**config.mk**
```make
export PLATFORM = sky130hd
export DESIGN_NAME = signed_int_to_decimal_ascii
export DESIGN_NICKNAME = d
export VERILOG_FILES = /design/src/rtl/core/sida_pkg.sv /design/src/rtl/core/signed_int_to_decimal_ascii.sv
export SDC_FILE = /design/constraint.sdc
export NUM_CORES = 1
export LEC_CHECK = 0
export BUFFER_PORTS_ARGS = -buffer_cell sky130_fd_sc_hd__buf_2
export CORE_MARGIN = 2
export CORE_UTILIZATION = 33
export CTS_CLUSTER_SIZE = 40
export DETAILED_ROUTE_END_ITERATION = 10
export PLACE_DENSITY = 0.59
export SLEW_MARGIN = 40
export SYNTH_ARGS = -nofsm -noshare
export SYNTH_HDL_FRONTEND = slang
export SYNTH_SLANG_ARGS = --single-unit
```
**constraint.sdc**
```tcl
create_clock -name clk -period 5.4 [get_ports clk]
set_input_delay 1.62 -clock clk [delete_from_list [all_inputs] [get_ports clk]]
set_output_delay 1.62 -clock clk [all_outputs]
set_load 0.05 [all_outputs]
```
**src/rtl/core/sida_pkg.sv**
```systemverilog
// Shared constants and elaboration helpers for the signed decimal ASCII converter.
package sida_pkg;

  localparam int VALUE_WIDTH_DEF = 16;
  localparam int RADIX           = 10;
  localparam int MAX_POW         = 20;

  localparam logic [6:0] ASCII_ZERO  = 7'd48;
  localparam logic [6:0] ASCII_MINUS = 7'd45;
  localparam logic [6:0] ASCII_NINE  = 7'd57;

  // decimal digits needed for the largest magnitude, 2^(w-1)
  function automatic int num_digits(input int w);
    longint unsigned lim;
    longint unsigned p;
    int n;
    int i;
    lim = 64'd1 << (w - 1);
    p   = 64'(RADIX);
    n   = 1;
    for (i = 0; i < MAX_POW; i++) begin
      if (p <= lim) begin
        n++;
        p = p * 64'(RADIX);
      end
    end
    return n;
  endfunction

  function automatic longint unsigned pow10(input int e);
    longint unsigned p;
    int i;
    p = 64'd1;
    for (i = 0; i < MAX_POW; i++) begin
      if (i < e) begin
        p = p * 64'(RADIX);
      end
    end
    return p;
  endfunction

endpackage

```
**src/rtl/core/signed_int_to_decimal_ascii.sv**
```systemverilog
// Signed integer to decimal ASCII text converter, pipelined digit extraction and serialiser.
//
// Usage:
//   Input channel in_valid/in_ready/in_value takes one signed integer per beat.
//   Output channel out_valid/out_ready/out_char_code/out_last gives the text,
//   one ASCII character per beat, most significant first: an optional '-',
//   then the digits without leading zeros ("0" for zero). out_last marks the
//   final character of each number.
// Pipeline: stage 0 forms the magnitude, stages 1..NDIG (NDIG = digits of
//   the largest magnitude, 5 at 16 bits) each resolve one decimal digit by
//   constant compares, and the serialiser register presents the characters.
// Throughput: the pipeline takes a number every cycle while it is not stalled;
//   the serialiser emits one character per cycle while out_ready is high. A number
//   yields 1 to NDIG+1 characters (1 to 6 at 16 bits), so the sustained rate is set by the output port.
// Reset: rst_n (synchronous, active low) empties all stages and the serialiser.
// Stall: with out_ready low the current character holds; stages fill up
//   behind it and in_ready drops once stage 0 is full. Nothing is lost.
module signed_int_to_decimal_ascii
  import sida_pkg::*;
#(
  parameter int VALUE_WIDTH = VALUE_WIDTH_DEF
) (
  input  logic                          clk,
  input  logic                          rst_n,
  input  logic                          in_valid,
  output logic                          in_ready,
  input  logic signed [VALUE_WIDTH-1:0] in_value,
  output logic                          out_valid,
  input  logic                          out_ready,
  output logic [6:0]                    out_char_code,
  output logic                          out_last
);

  localparam int MAGW = VALUE_WIDTH + 1;
  localparam int CW   = MAGW + 4;
  localparam int NDIG = num_digits(VALUE_WIDTH);
  localparam int PW   = (NDIG > 1) ? $clog2(NDIG) : 1;

  typedef logic [NDIG-1:0][3:0] digs_t;

  logic              v_r       [0:NDIG];
  logic              neg_r     [0:NDIG];
  logic [MAGW-1:0]   rem_r     [0:NDIG];
  digs_t             dig_r     [0:NDIG];
  logic              started_r [0:NDIG];
  logic [PW-1:0]     fpos_r    [0:NDIG];
  logic              rdy       [0:NDIG+1];

  logic              sv_r;
  logic              sneg_r;
  logic [PW-1:0]     sptr_r;
  digs_t             sdig_r;
  logic              take;
  logic              fire;

  // stage 0: magnitude, one bit wider so the most negative value is exact
  logic [MAGW-1:0]   mag_nxt;

  assign mag_nxt  = in_value[VALUE_WIDTH-1] ? (~{in_value[VALUE_WIDTH-1], in_value} + 1'b1)
                                            : {1'b0, in_value};
  assign in_ready = rdy[0];

  always_ff @(posedge clk) begin
    if (!rst_n) begin
      v_r[0] <= 1'b0;
    end else if (rdy[0]) begin
      v_r[0] <= in_valid;
    end
  end

  always_ff @(posedge clk) begin
    if (rdy[0] && in_valid) begin
      neg_r[0]     <= in_value[VALUE_WIDTH-1];
      rem_r[0]     <= mag_nxt;
      dig_r[0]     <= '0;
      started_r[0] <= 1'b0;
      fpos_r[0]    <= '0;
    end
  end

  genvar s;
  generate
    for (s = 0; s <= NDIG; s++) begin : g_rdy
      assign rdy[s] = !v_r[s] || rdy[s+1];
    end

    for (s = 1; s <= NDIG; s++) begin : g_dig
      localparam int P = NDIG - s;
      logic [MAGW-1:0] rem_nxt;
      digs_t           dig_nxt;
      logic            started_nxt;
      logic [PW-1:0]   fpos_nxt;

      always_comb begin
        logic [3:0]      d;
        logic [CW-1:0]   sub;
        logic [CW-1:0]   lim;
        logic [63:0]     c;
        d   = '0;
        sub = '0;
        for (int k = 1; k < RADIX; k++) begin
          c   = 64'(k) * pow10(P);
          lim = c[CW-1:0];
          if ({4'b0, rem_r[s-1]} >= lim) begin
            d   = 4'(k);
            sub = lim;
          end
        end
        rem_nxt     = rem_r[s-1] - sub[MAGW-1:0];
        dig_nxt     = dig_r[s-1];
        dig_nxt[P]  = d;
        started_nxt = started_r[s-1];
        fpos_nxt    = fpos_r[s-1];
        if (!started_r[s-1] && ((d != 4'd0) || (P == 0))) begin
          started_nxt = 1'b1;
          fpos_nxt    = PW'(P);
        end
      end

      always_ff @(posedge clk) begin
        if (!rst_n) begin
          v_r[s] <= 1'b0;
        end else if (rdy[s]) begin
          v_r[s] <= v_r[s-1];
        end
      end

      always_ff @(posedge clk) begin
        if (rdy[s] && v_r[s-1]) begin
          neg_r[s]     <= neg_r[s-1];
          rem_r[s]     <= rem_nxt;
          dig_r[s]     <= dig_nxt;
          started_r[s] <= started_nxt;
          fpos_r[s]    <= fpos_nxt;
        end
      end
    end
  endgenerate

  // serialiser: sign first, then digits from the first significant one down
  assign out_valid     = sv_r;
  assign out_char_code = sneg_r ? ASCII_MINUS : (ASCII_ZERO + {3'b0, sdig_r[sptr_r]});
  assign out_last      = !sneg_r && (sptr_r == '0);
  assign fire          = out_valid && out_ready;
  assign take          = !sv_r || (fire && out_last);
  assign rdy[NDIG+1]   = take;

  always_ff @(posedge clk) begin
    if (!rst_n) begin
      sv_r <= 1'b0;
    end else if (take) begin
      sv_r <= v_r[NDIG];
    end
  end

  always_ff @(posedge clk) begin
    if (take) begin
      sneg_r <= neg_r[NDIG];
      sptr_r <= fpos_r[NDIG];
      sdig_r <= dig_r[NDIG];
    end else if (fire) begin
      if (sneg_r) begin
        sneg_r <= 1'b0;
      end else begin
        sptr_r <= sptr_r - 1'b1;
      end
    end
  end

  a_sign_not_last: assert property (@(posedge clk) disable iff (!rst_n)
    (out_valid && out_char_code == ASCII_MINUS) |-> !out_last)
    else $error("minus sign flagged as last character");

  a_digit_range: assert property (@(posedge clk) disable iff (!rst_n)
    (out_valid && !sneg_r) |-> (out_char_code >= ASCII_ZERO && out_char_code <= ASCII_NINE))
    else $error("digit character out of range");

  a_full_when_blocked: assert property (@(posedge clk) disable iff (!rst_n)
    !in_ready |-> (v_r[0] && sv_r))
    else $error("input blocked with an empty stage");

  a_tail_hold: assert property (@(posedge clk) disable iff (!rst_n)
    (v_r[NDIG] && !take) |=> (v_r[NDIG] && $stable(fpos_r[NDIG]) && $stable(dig_r[NDIG])))
    else $error("final stage changed while stalled");

endmodule

```
==> results of run 1 <==
-- metrics by stage --
stage                     hold WS, ps  total power, mW  worst slack (ps)   util  cells
after floorplan                   400             2.18               455      -    847
after global placement            402             2.28               711  0.353   1247
after detailed placement          405             2.29               642  0.354   1249
after CTS                         418             3.62               632  0.375   1281
after global routing              418             3.75               198  0.375   1281
final                             417             3.59               633  0.375   1281
-- final cells by class --
cell class	count	area (sq um)	area share
tap	396	495	0.0434
multi-input combinational	580	4010	0.351
sequential	198	5930	0.519
timing repair buffer	32	188	0.0164
inverter	43	161	0.0141
clock inverter	15	213	0.0186
clock buffer	17	425	0.0373
-- routing by layer --
metal	up-vias	part of all wire	track usage	routed length [um]
met3	16	0.025	0.0213	431
met1	2998	0.47	0.143	8230
met4	0	0.012	0.0312	205
met2	80	0.49	0.185	8500
li1	3235	-	-	-
met5	-	0	0	0
-- final timing paths --
| path | slack, ps | to | depth (start not counted) |
|---|---|---|---|
| max | 630 | rem_r[4][13] | 15 |
| min reg2reg | 420 | dig_r[3][17] | 0 |
| max reg2reg | 630 | rem_r[4][13] | 15 |
| min | 420 | dig_r[3][17] | 0 |
-- flip-flops by register name, indices dropped and copies added (netlist names) --
name       cells
dig_r         60
sdig_r        20
sptr_r         3
fpos_r        12
out_valid      1
rem_r         85
sneg_r         1
v_r            6
neg_r          6
started_r      4
-- worst register-to-register path: cells and delay by family (launching register included) --
family	cells	cell delay (ps)
xor+xnor	1	140
buf+inv	1	60
simple gates	6	2050
fa+ha+maj	2	590
compound gates	5	1230
flops	1	470
-- where the power goes --
group          leakage, nW  switching, mW  internal (mW)
Clock                0.309          0.645          0.684
Combinational         1.80          0.241          0.189
Sequential            1.75         0.0700           1.76
-- layout by cell type (no fill, tap or decap), types with 22 or more instances in the layout --
cell type  instances
nand3_1           22
o21ai_0           44
xnor2_1           38
ha_1              40
nand2_1           47
inv_1             43
buf_2             27
a21oi_1           40
edfxtp_1         196
nor2_1            74
-- logic make-up after synthesis --
| group | count (synthesis) | share of synthesized area |
|---|---|---|
| other | 2 | 0.000739 |
| and+or+nand+nor | 279 | 0.145 |
| muxes | 6 | 0.0108 |
| AOI/OAI and AO/OA | 192 | 0.128 |
| xor gates and xnor gates | 56 | 0.0483 |
| DFF | 198 | 0.583 |
| buffers and inverters | 69 | 0.0264 |
| adders and majority gates | 44 | 0.0571 |
==> flow_summary.yaml, run 1 <==
die:
  dieHeight_um: 179
  rows: 64
  die_w_um: 179
  die_area_sq_um: 32200
  coreArea_sq_um: 30400
  start_util: 0.334
  io_pins: 30
yosys:
  synth.largest_area_cell: "edfxtp_1"
  ys_seq_elements: 198
  yosysSeqAreaShare: 0.583
  synth_edf_count: 196
  yosys.area.top_type_share: 0.579
  synth.distinct_cells: 72
  avgSynthCellArea_sq_um: 12.0
  synthArstFlopShare: 0
  yosysMostFrequentCell: "edfxtp_1"
  synthCells: 846
  yosys_most_used_dff: "edfxtp_1"
  yosys-top-cells-count: "edfxtp_1 (196), nor2_1 (74), nand2_1 (47)"
  yosys_warnings: 0
  netlist_area_sq_um: 10200
  synth_area_leaders: "edfxtp_1 (58%), ha_1 (4.9%), xnor2_1 (3.3%)"
outcome:
  run_status: "completed"
cts:
  clock-root-buffer: "clkbuf_16"
  h-tree-depth: 4
  path_clk_slew_ps: 80
  cts_hold_buf: 0
  cts_setup_buffers: 0
  clock_path_buffers: 2
  clk_latency_ps: 430
  cts_sinks: 198
  cts_inserted_buffers: 17
  cts_tree: "built"
  cts_resized: 0
timing:
  maxSlewHeadroom: 0.519
  worstMarginPinSlew_ps: 713
  setup_viol_count_final: 0
  period_needed_ps: 4770
  fmax_ghz: 0.210
  drv_slew: 0
  fin_worst_skew_ps: 15.6
  hold_viol: 0
  rsz0062_at_grt: "no"
  finalCritPeriodShare: 0.883
  tns_ps: 0
layout:
  fillers: 2962
  final_nets: 936
  num_antenna_cells: 0
  syn_to_final_growth_pct: 12.4
  drive_gt1_frac: 0.103
  stdcell_area_sq_um: 11400
worst_hold_path:
  hold_path_class: "reg -> reg"
  min_from: "dig_r[2][17]"
grt:
  grt_pass1_wl_mm: 29.8
  grt-ovfl-total: 0
  grt_pass1_vias: 6085
  grtUsageTotal: 0.110
  antenna_found_initial: 0
  grt_max_degree: 30
critical_path:
  critPathArrivalTime_ps: 4960
  startpoint: "rem_r[3][8]"
  critPathMaxFanout: 7
  critPathMaxStageDelay_ps: 630
  crit_type: "reg -> reg"
  r2r_start: "rem_r[3][8]"
  start_kind: "flop"
  critical_path.top_delay_family: "simple AND/OR/NAND/NOR gates"
  crit_buf_inv: 1
  endpoint_kind: "flop"
  slowest_stage: "or4b_2"
  crit_chain: "or4_4 -> nor4_4 -> nand3b_2 -> o41ai_2 -> nor2_1 -> a21oi_1 -> ha_1 -> inv_1 -> fa_1 -> a21o_2 -> a21oi_1 -> and2b_2 -> o21a_1 -> or4b_2 -> xnor2_1"
  cp_data_required_time_ps: 5590
  worst_path_most_repeated_cell: "a21oi_1"
detailed_routing:
  drc: 0
  drt_iter0_markers: 442
  ant_nets: 0
  routedWlPerCell_um: 13.6
  viasPerCell: 4.94
  vias: 6329
  drt_wl_total_mm: 17.4
  first_pass_iters: 5
power:
  ir_worst_vdd_mv: 0.227
  p_per_area_nw_per_um2: 314
  p_leak_nw: 3.86
flow_run:
  maxCapViolCount: 0
placed_design:
  portBuffers: 27
  place_congestion: 0.815
  dpl.hpwl_mm: 12.9
  placed_area_sq_um: 10800
No activity file was read; power rests on OpenSTA's default activity.
==> run 2, diff against run 1 <==
--- a/config.mk
+++ b/config.mk
@@ -6,6 +6,7 @@
 export NUM_CORES = 1
 export LEC_CHECK = 0
 export BUFFER_PORTS_ARGS = -buffer_cell sky130_fd_sc_hd__buf_2
+export CORE_ASPECT_RATIO = 0.7
 export CORE_MARGIN = 2
 export CORE_UTILIZATION = 33
 export CTS_CLUSTER_SIZE = 40
==> flow_summary.yaml, run 2 (synthesized netlist as in run 1, its figures left out) <==
outcome:
  run_status: "completed"
critical_path:
  endpoint_kind: "flop"
  critPathMaxStageDelay_ps: 630
  r2r_slack_ps: 600
  r2r_start: "rem_r[3][8]"
  r2r-end: "rem_r[4][13]"
  cp_data_required_time_ps: 5590
  slowest_stage: "or4b_2"
  critPathMaxFanout: 7
  worst_path_most_repeated_cell: "a21oi_1"
  start_kind: "flop"
  crit_chain: "or4_4 -> nor4_4 -> nand3b_2 -> o41ai_2 -> nor2_1 -> a21oi_1 -> ha_1 -> inv_1 -> fa_1 -> a21o_2 -> a21oi_1 -> and2b_2 -> o21a_1 -> or4b_2 -> xnor2_1"
  ff2ff_path_depth: 15
  crit_type: "reg -> reg"
  critPathArrivalTime_ps: 4980
layout:
  final_common_cell: "edfxtp_1"
  fillers: 2880
  num_antenna_cells: 0
  finalNonFillerCells: 1298
  multi_input_area_sq_um: 4010
  regMostFlops: "rem_r"
  largest_reg_flops: 85
  final_cell_mix: "edfxtp_1 (196), nor2_1 (74), nand2_1 (47)"
  final_nets: 937
  seqCellArea_sq_um: 5930
  syn_to_final_growth_pct: 12.6
  drive_gt1_frac: 0.104
  utilization: 0.379
  top_regs: "rem_r: 85 flops, dig_r: 60 flops, sdig_r: 20 flops"
flow_run:
  maxCapViolCount: 0
cts:
  cts_inserted_buffers: 17
  cts_setup_buffers: 0
  cts_sinks: 198
  clock-root-buffer: "clkbuf_16"
  clock_path_buffers: 2
  cts_resized: 0
  clk_latency_ps: 430
  h-tree-depth: 4
  cts_tree: "built"
  path_clk_slew_ps: 80
  cts_hold_buf: 0
timing:
  tns_ps: 0
  whs_ps: 416
  fin_worst_skew_ps: 9.15
  maxSlewHeadroom: 0.462
  fmax_ghz: 0.208
  worstMarginPinSlew_ps: 807
  drv_slew: 0
  hold_viol: 0
  rsz0062_at_grt: "no"
  setup_viol_count_final: 0
  period_needed_ps: 4800
  finalCritPeriodShare: 0.888
grt:
  grt_pass1_vias: 5663
  grt_pass1_wl_mm: 29.7
  grt_max_degree: 30
  grt-ovfl-total: 0
  grtUsageTotal: 0.116
  antenna_found_initial: 0
power:
  clkPwrFrac: 0.370
  internal_power_mw: 2.67
  p_seq_frac: 0.509
  power_mw: 3.59
  p_sw_uw: 923
  ir_worst_vdd_mv: 0.184
  comb_power_share: 0.121
  p_leak_nw: 3.87
  p_sw_frac: 0.257
  p_per_area_nw_per_um2: 314
die:
  start_util: 0.337
  rows: 53
  die_w_um: 214
  dieHeight_um: 151
  coreArea_sq_um: 30200
  die_area_sq_um: 32200
  io_pins: 30
worst_hold_path:
  min_from: "dig_r[5][8]"
  hold_path_class: "reg -> reg"
  hold_depth: 0
  hold_path_end: "sdig_r[8]"
placed_design:
  portBuffers: 27
  dp.cells: 1266
  place_congestion: 0.890
  dpl.hpwl_mm: 13.4
detailed_routing:
  routedWlPerCell_um: 14.0
  vias: 6426
  viasPerCell: 4.95
  first_pass_iters: 7
  drt_iter0_markers: 478
  ant_nets: 0
  drt_wl_total_mm: 18.2
  drc: 0
-- run 2: how the worst max path moves through the flow --
stage	from	end	slack [ps]	cells past startpoint
after floorplan	sptr_r[0]	in_ready	450	9
after global placement	rem_r[3][8]	rem_r[4][13]	720	15
after detailed placement	rem_r[3][8]	rem_r[4][13]	640	15
after CTS	rem_r[3][8]	rem_r[4][13]	610	15
after global routing	rem_r[3][8]	rem_r[4][13]	390	15
final	rem_r[3][8]	rem_r[4][13]	600	15
-- run 2: through the flow --
step           cell area, sq um  setup slack (ps)
2_1_floorplan             10200               455
3_3_place_gp              10800               717
3_5_place_dp              10800               637
4_1_cts                   11400               611
5_1_grt                   11400               392
6_report                  11400               604
-- run 2: layer usage --
| metal | share of wire | up-vias | routed length, um | track usage |
|---|---|---|---|---|
| li1 | - | 3246 | - | - |
| met1 | 0.55 | 3052 | 10100 | 0.184 |
| met2 | 0.40 | 112 | 7250 | 0.152 |
| met3 | 0.041 | 16 | 742 | 0.0328 |
| met4 | 0.0074 | 0 | 135 | 0.0288 |
| met5 | 0 | - | 0 | 0 |
-- run 2: cell type report --
type	count	area share
Sequential cell	198	0.518
Multi-Input combinational cell	580	0.350
Tap cell	412	0.0450
Clock buffer	18	0.0384
Clock inverter	14	0.0174
Timing Repair Buffer	33	0.0171
Inverter	43	0.0141
-- run 2: power by group through the flow --
stage | clock, mW | sequential, mW | combinational [mW]
2_1_floorplan | 0 | 1.82 | 0.361
3_3_place_gp | 0 | 1.86 | 0.424
3_5_place_dp | 0 | 1.86 | 0.431
4_1_cts | 1.37 | 1.83 | 0.433
5_1_grt | 1.43 | 1.84 | 0.493
6_report | 1.33 | 1.83 | 0.435
-- run 2: worst max-delay path, delay by kind of cell, from the launching register on --
| kind | cells | cell delay [ps] |
|---|---|---|
| and+or+nand+nor | 6 | 2030 |
| AOI/OAI and AO/OA | 5 | 1270 |
| adders and majority gates | 2 | 600 |
| DFF | 1 | 460 |
| xor gates and xnor gates | 1 | 150 |
| buffers and inverters | 1 | 50 |
==> run 3, diff against run 2 <==
==> constraint.sdc (replaced) <==
create_clock -name clk -period 6.2 [get_ports clk]
set_input_delay 1.86 -clock clk [delete_from_list [all_inputs] [get_ports clk]]
set_output_delay 1.86 -clock clk [all_outputs]
set_load 0.05 [all_outputs]
==> flow_summary.yaml, run 3 (synthesized netlist as in run 1, its figures left out) <==
detailed_routing:
  routedWlPerCell_um: 14.1
  drc: 0
  first_pass_iters: 5
  viasPerCell: 4.96
  drt_wl_total_mm: 18.2
  drt_iter0_markers: 575
  ant_nets: 0
  vias: 6432
placed_design:
  place_congestion: 0.856
  dp.cells: 1265
  portBuffers: 27
  placed_area_sq_um: 10800
  dpl.hpwl_mm: 13.6
cts:
  clock-root-buffer: "clkbuf_16"
  clock_path_buffers: 2
  h-tree-depth: 4
  cts_resized: 0
  cts_inserted_buffers: 17
  cts_tree: "built"
  clk_latency_ps: 440
  cts_sinks: 198
  cts_setup_buffers: 0
  path_clk_slew_ps: 70
  cts_hold_buf: 0
layout:
  final_nets: 937
  multi_input_area_sq_um: 4010
  syn_to_final_growth_pct: 12.0
  drive_gt1_frac: 0.100
  seqCellArea_sq_um: 5930
  final_cell_mix: "edfxtp_1 (196), nor2_1 (74), nand2_1 (47)"
  stdcell_area_sq_um: 11400
  finalNonFillerCells: 1298
  num_antenna_cells: 0
  fillers: 2926
  largest_reg_flops: 85
  regMostFlops: "rem_r"
  final_common_cell: "edfxtp_1"
  top_regs: "rem_r: 85 flops, dig_r: 60 flops, sdig_r: 20 flops"
worst_hold_path:
  hold_path_class: "reg -> reg"
grt:
  antenna_found_initial: 0
  grt-ovfl-total: 0
  grtUsageMet1: 0.190
  grt_pass1_vias: 5680
  grt_max_degree: 30
  grtUsageTotal: 0.118
  use_met2: 0.151
  grt-busiest-layer: "met1"
  grt_pass1_wl_mm: 30.0
  use_met3: 0.0296
timing:
  worstMarginPinSlew_ps: 768
  period_needed_ps: 5340
  setup_viol_count_final: 0
  finalCritPeriodShare: 0.861
  fin_worst_skew_ps: 13.2
  hold_viol: 0
  drv_slew: 0
  whs_ps: 416
  rsz0062_at_grt: "no"
  tns_ps: 0
  maxSlewHeadroom: 0.487
  fmax_ghz: 0.187
power:
  clkPwrFrac: 0.346
  p_sw_uw: 790
  power_mw: 3.01
  internal_power_mw: 2.22
  p_leak_nw: 3.83
  comb_power_share: 0.125
  p_seq_frac: 0.528
  ir_worst_vdd_mv: 0.165
  p_per_area_nw_per_um2: 265
  p_sw_frac: 0.262
die:
  die_w_um: 214
  die_area_sq_um: 32200
  start_util: 0.337
  rows: 53
  dieHeight_um: 151
  io_pins: 30
  coreArea_sq_um: 30200
critical_path:
  endpoint_kind: "output pin"
  critPathArrivalTime_ps: 3480
  critPathMaxFanout: 12
  crit_type: "in -> out"
  r2r_slack_ps: 1390
  start_kind: "input port"
  cp_data_required_time_ps: 4340
flow_run:
  maxCapViolCount: 0
outcome:
  run_status: "completed"
run 3: cell count changes in the layout (fill, tap and decap cells not counted), moves of 2 or more:
cell / delta
clkinv_1: +2
inv_6: -3
clkinvlp_4: +2
clkinv_4: +3
bufinv_16: -2
run 3: layout make-up:
type,count,area share
sequential,198,0.521
multi-input combinational,580,0.352
tap,412,0.0453
clock buffer,17,0.0374
timing repair buffer,33,0.0175
inverter,43,0.0142
clock inverter,15,0.0128
run 3: critical path, cell delays in order:
cell,delay (ps)
buf_2,100
a21boi_0,150
buf_4,210
and3_1,410
and4_1,400
nand2_1,120
buf_2,220
run 3: path summary, 6_finish.rpt:
| kind | depth (start not counted) | from | to |
|---|---|---|---|
| worst min-delay path | 0 | dig_r[5][11] | sdig_r[11] |
| worst max-delay path | 7 | out_ready | in_ready |
| worst max register to register | 15 | rem_r[3][8] | rem_r[4][13] |
| worst min register to register | 0 | dig_r[5][11] | sdig_r[11] |
run 3: metrics by stage:
stage                     setup WS, ps  utilization
after floorplan                    445            -
after global placement             924        0.356
after detailed placement           874        0.358
after CTS                          862        0.377
after global routing               726        0.377
final                              865        0.377
run 3: layer usage:
layer,wire [um],vias up
met5,0,-
met4,146,0
met3,703,12
met2,7160,98
met1,10200,3074
li1,-,3248
run 3: power groups by stage:
stage	clock, mW	combinational (mW)	sequential [mW]
after global routing	1.13	0.430	1.60
after detailed placement	0	0.375	1.62
after floorplan	0	0.314	1.59
after CTS	1.08	0.377	1.59
final	1.04	0.378	1.59
after global placement	0	0.369	1.62
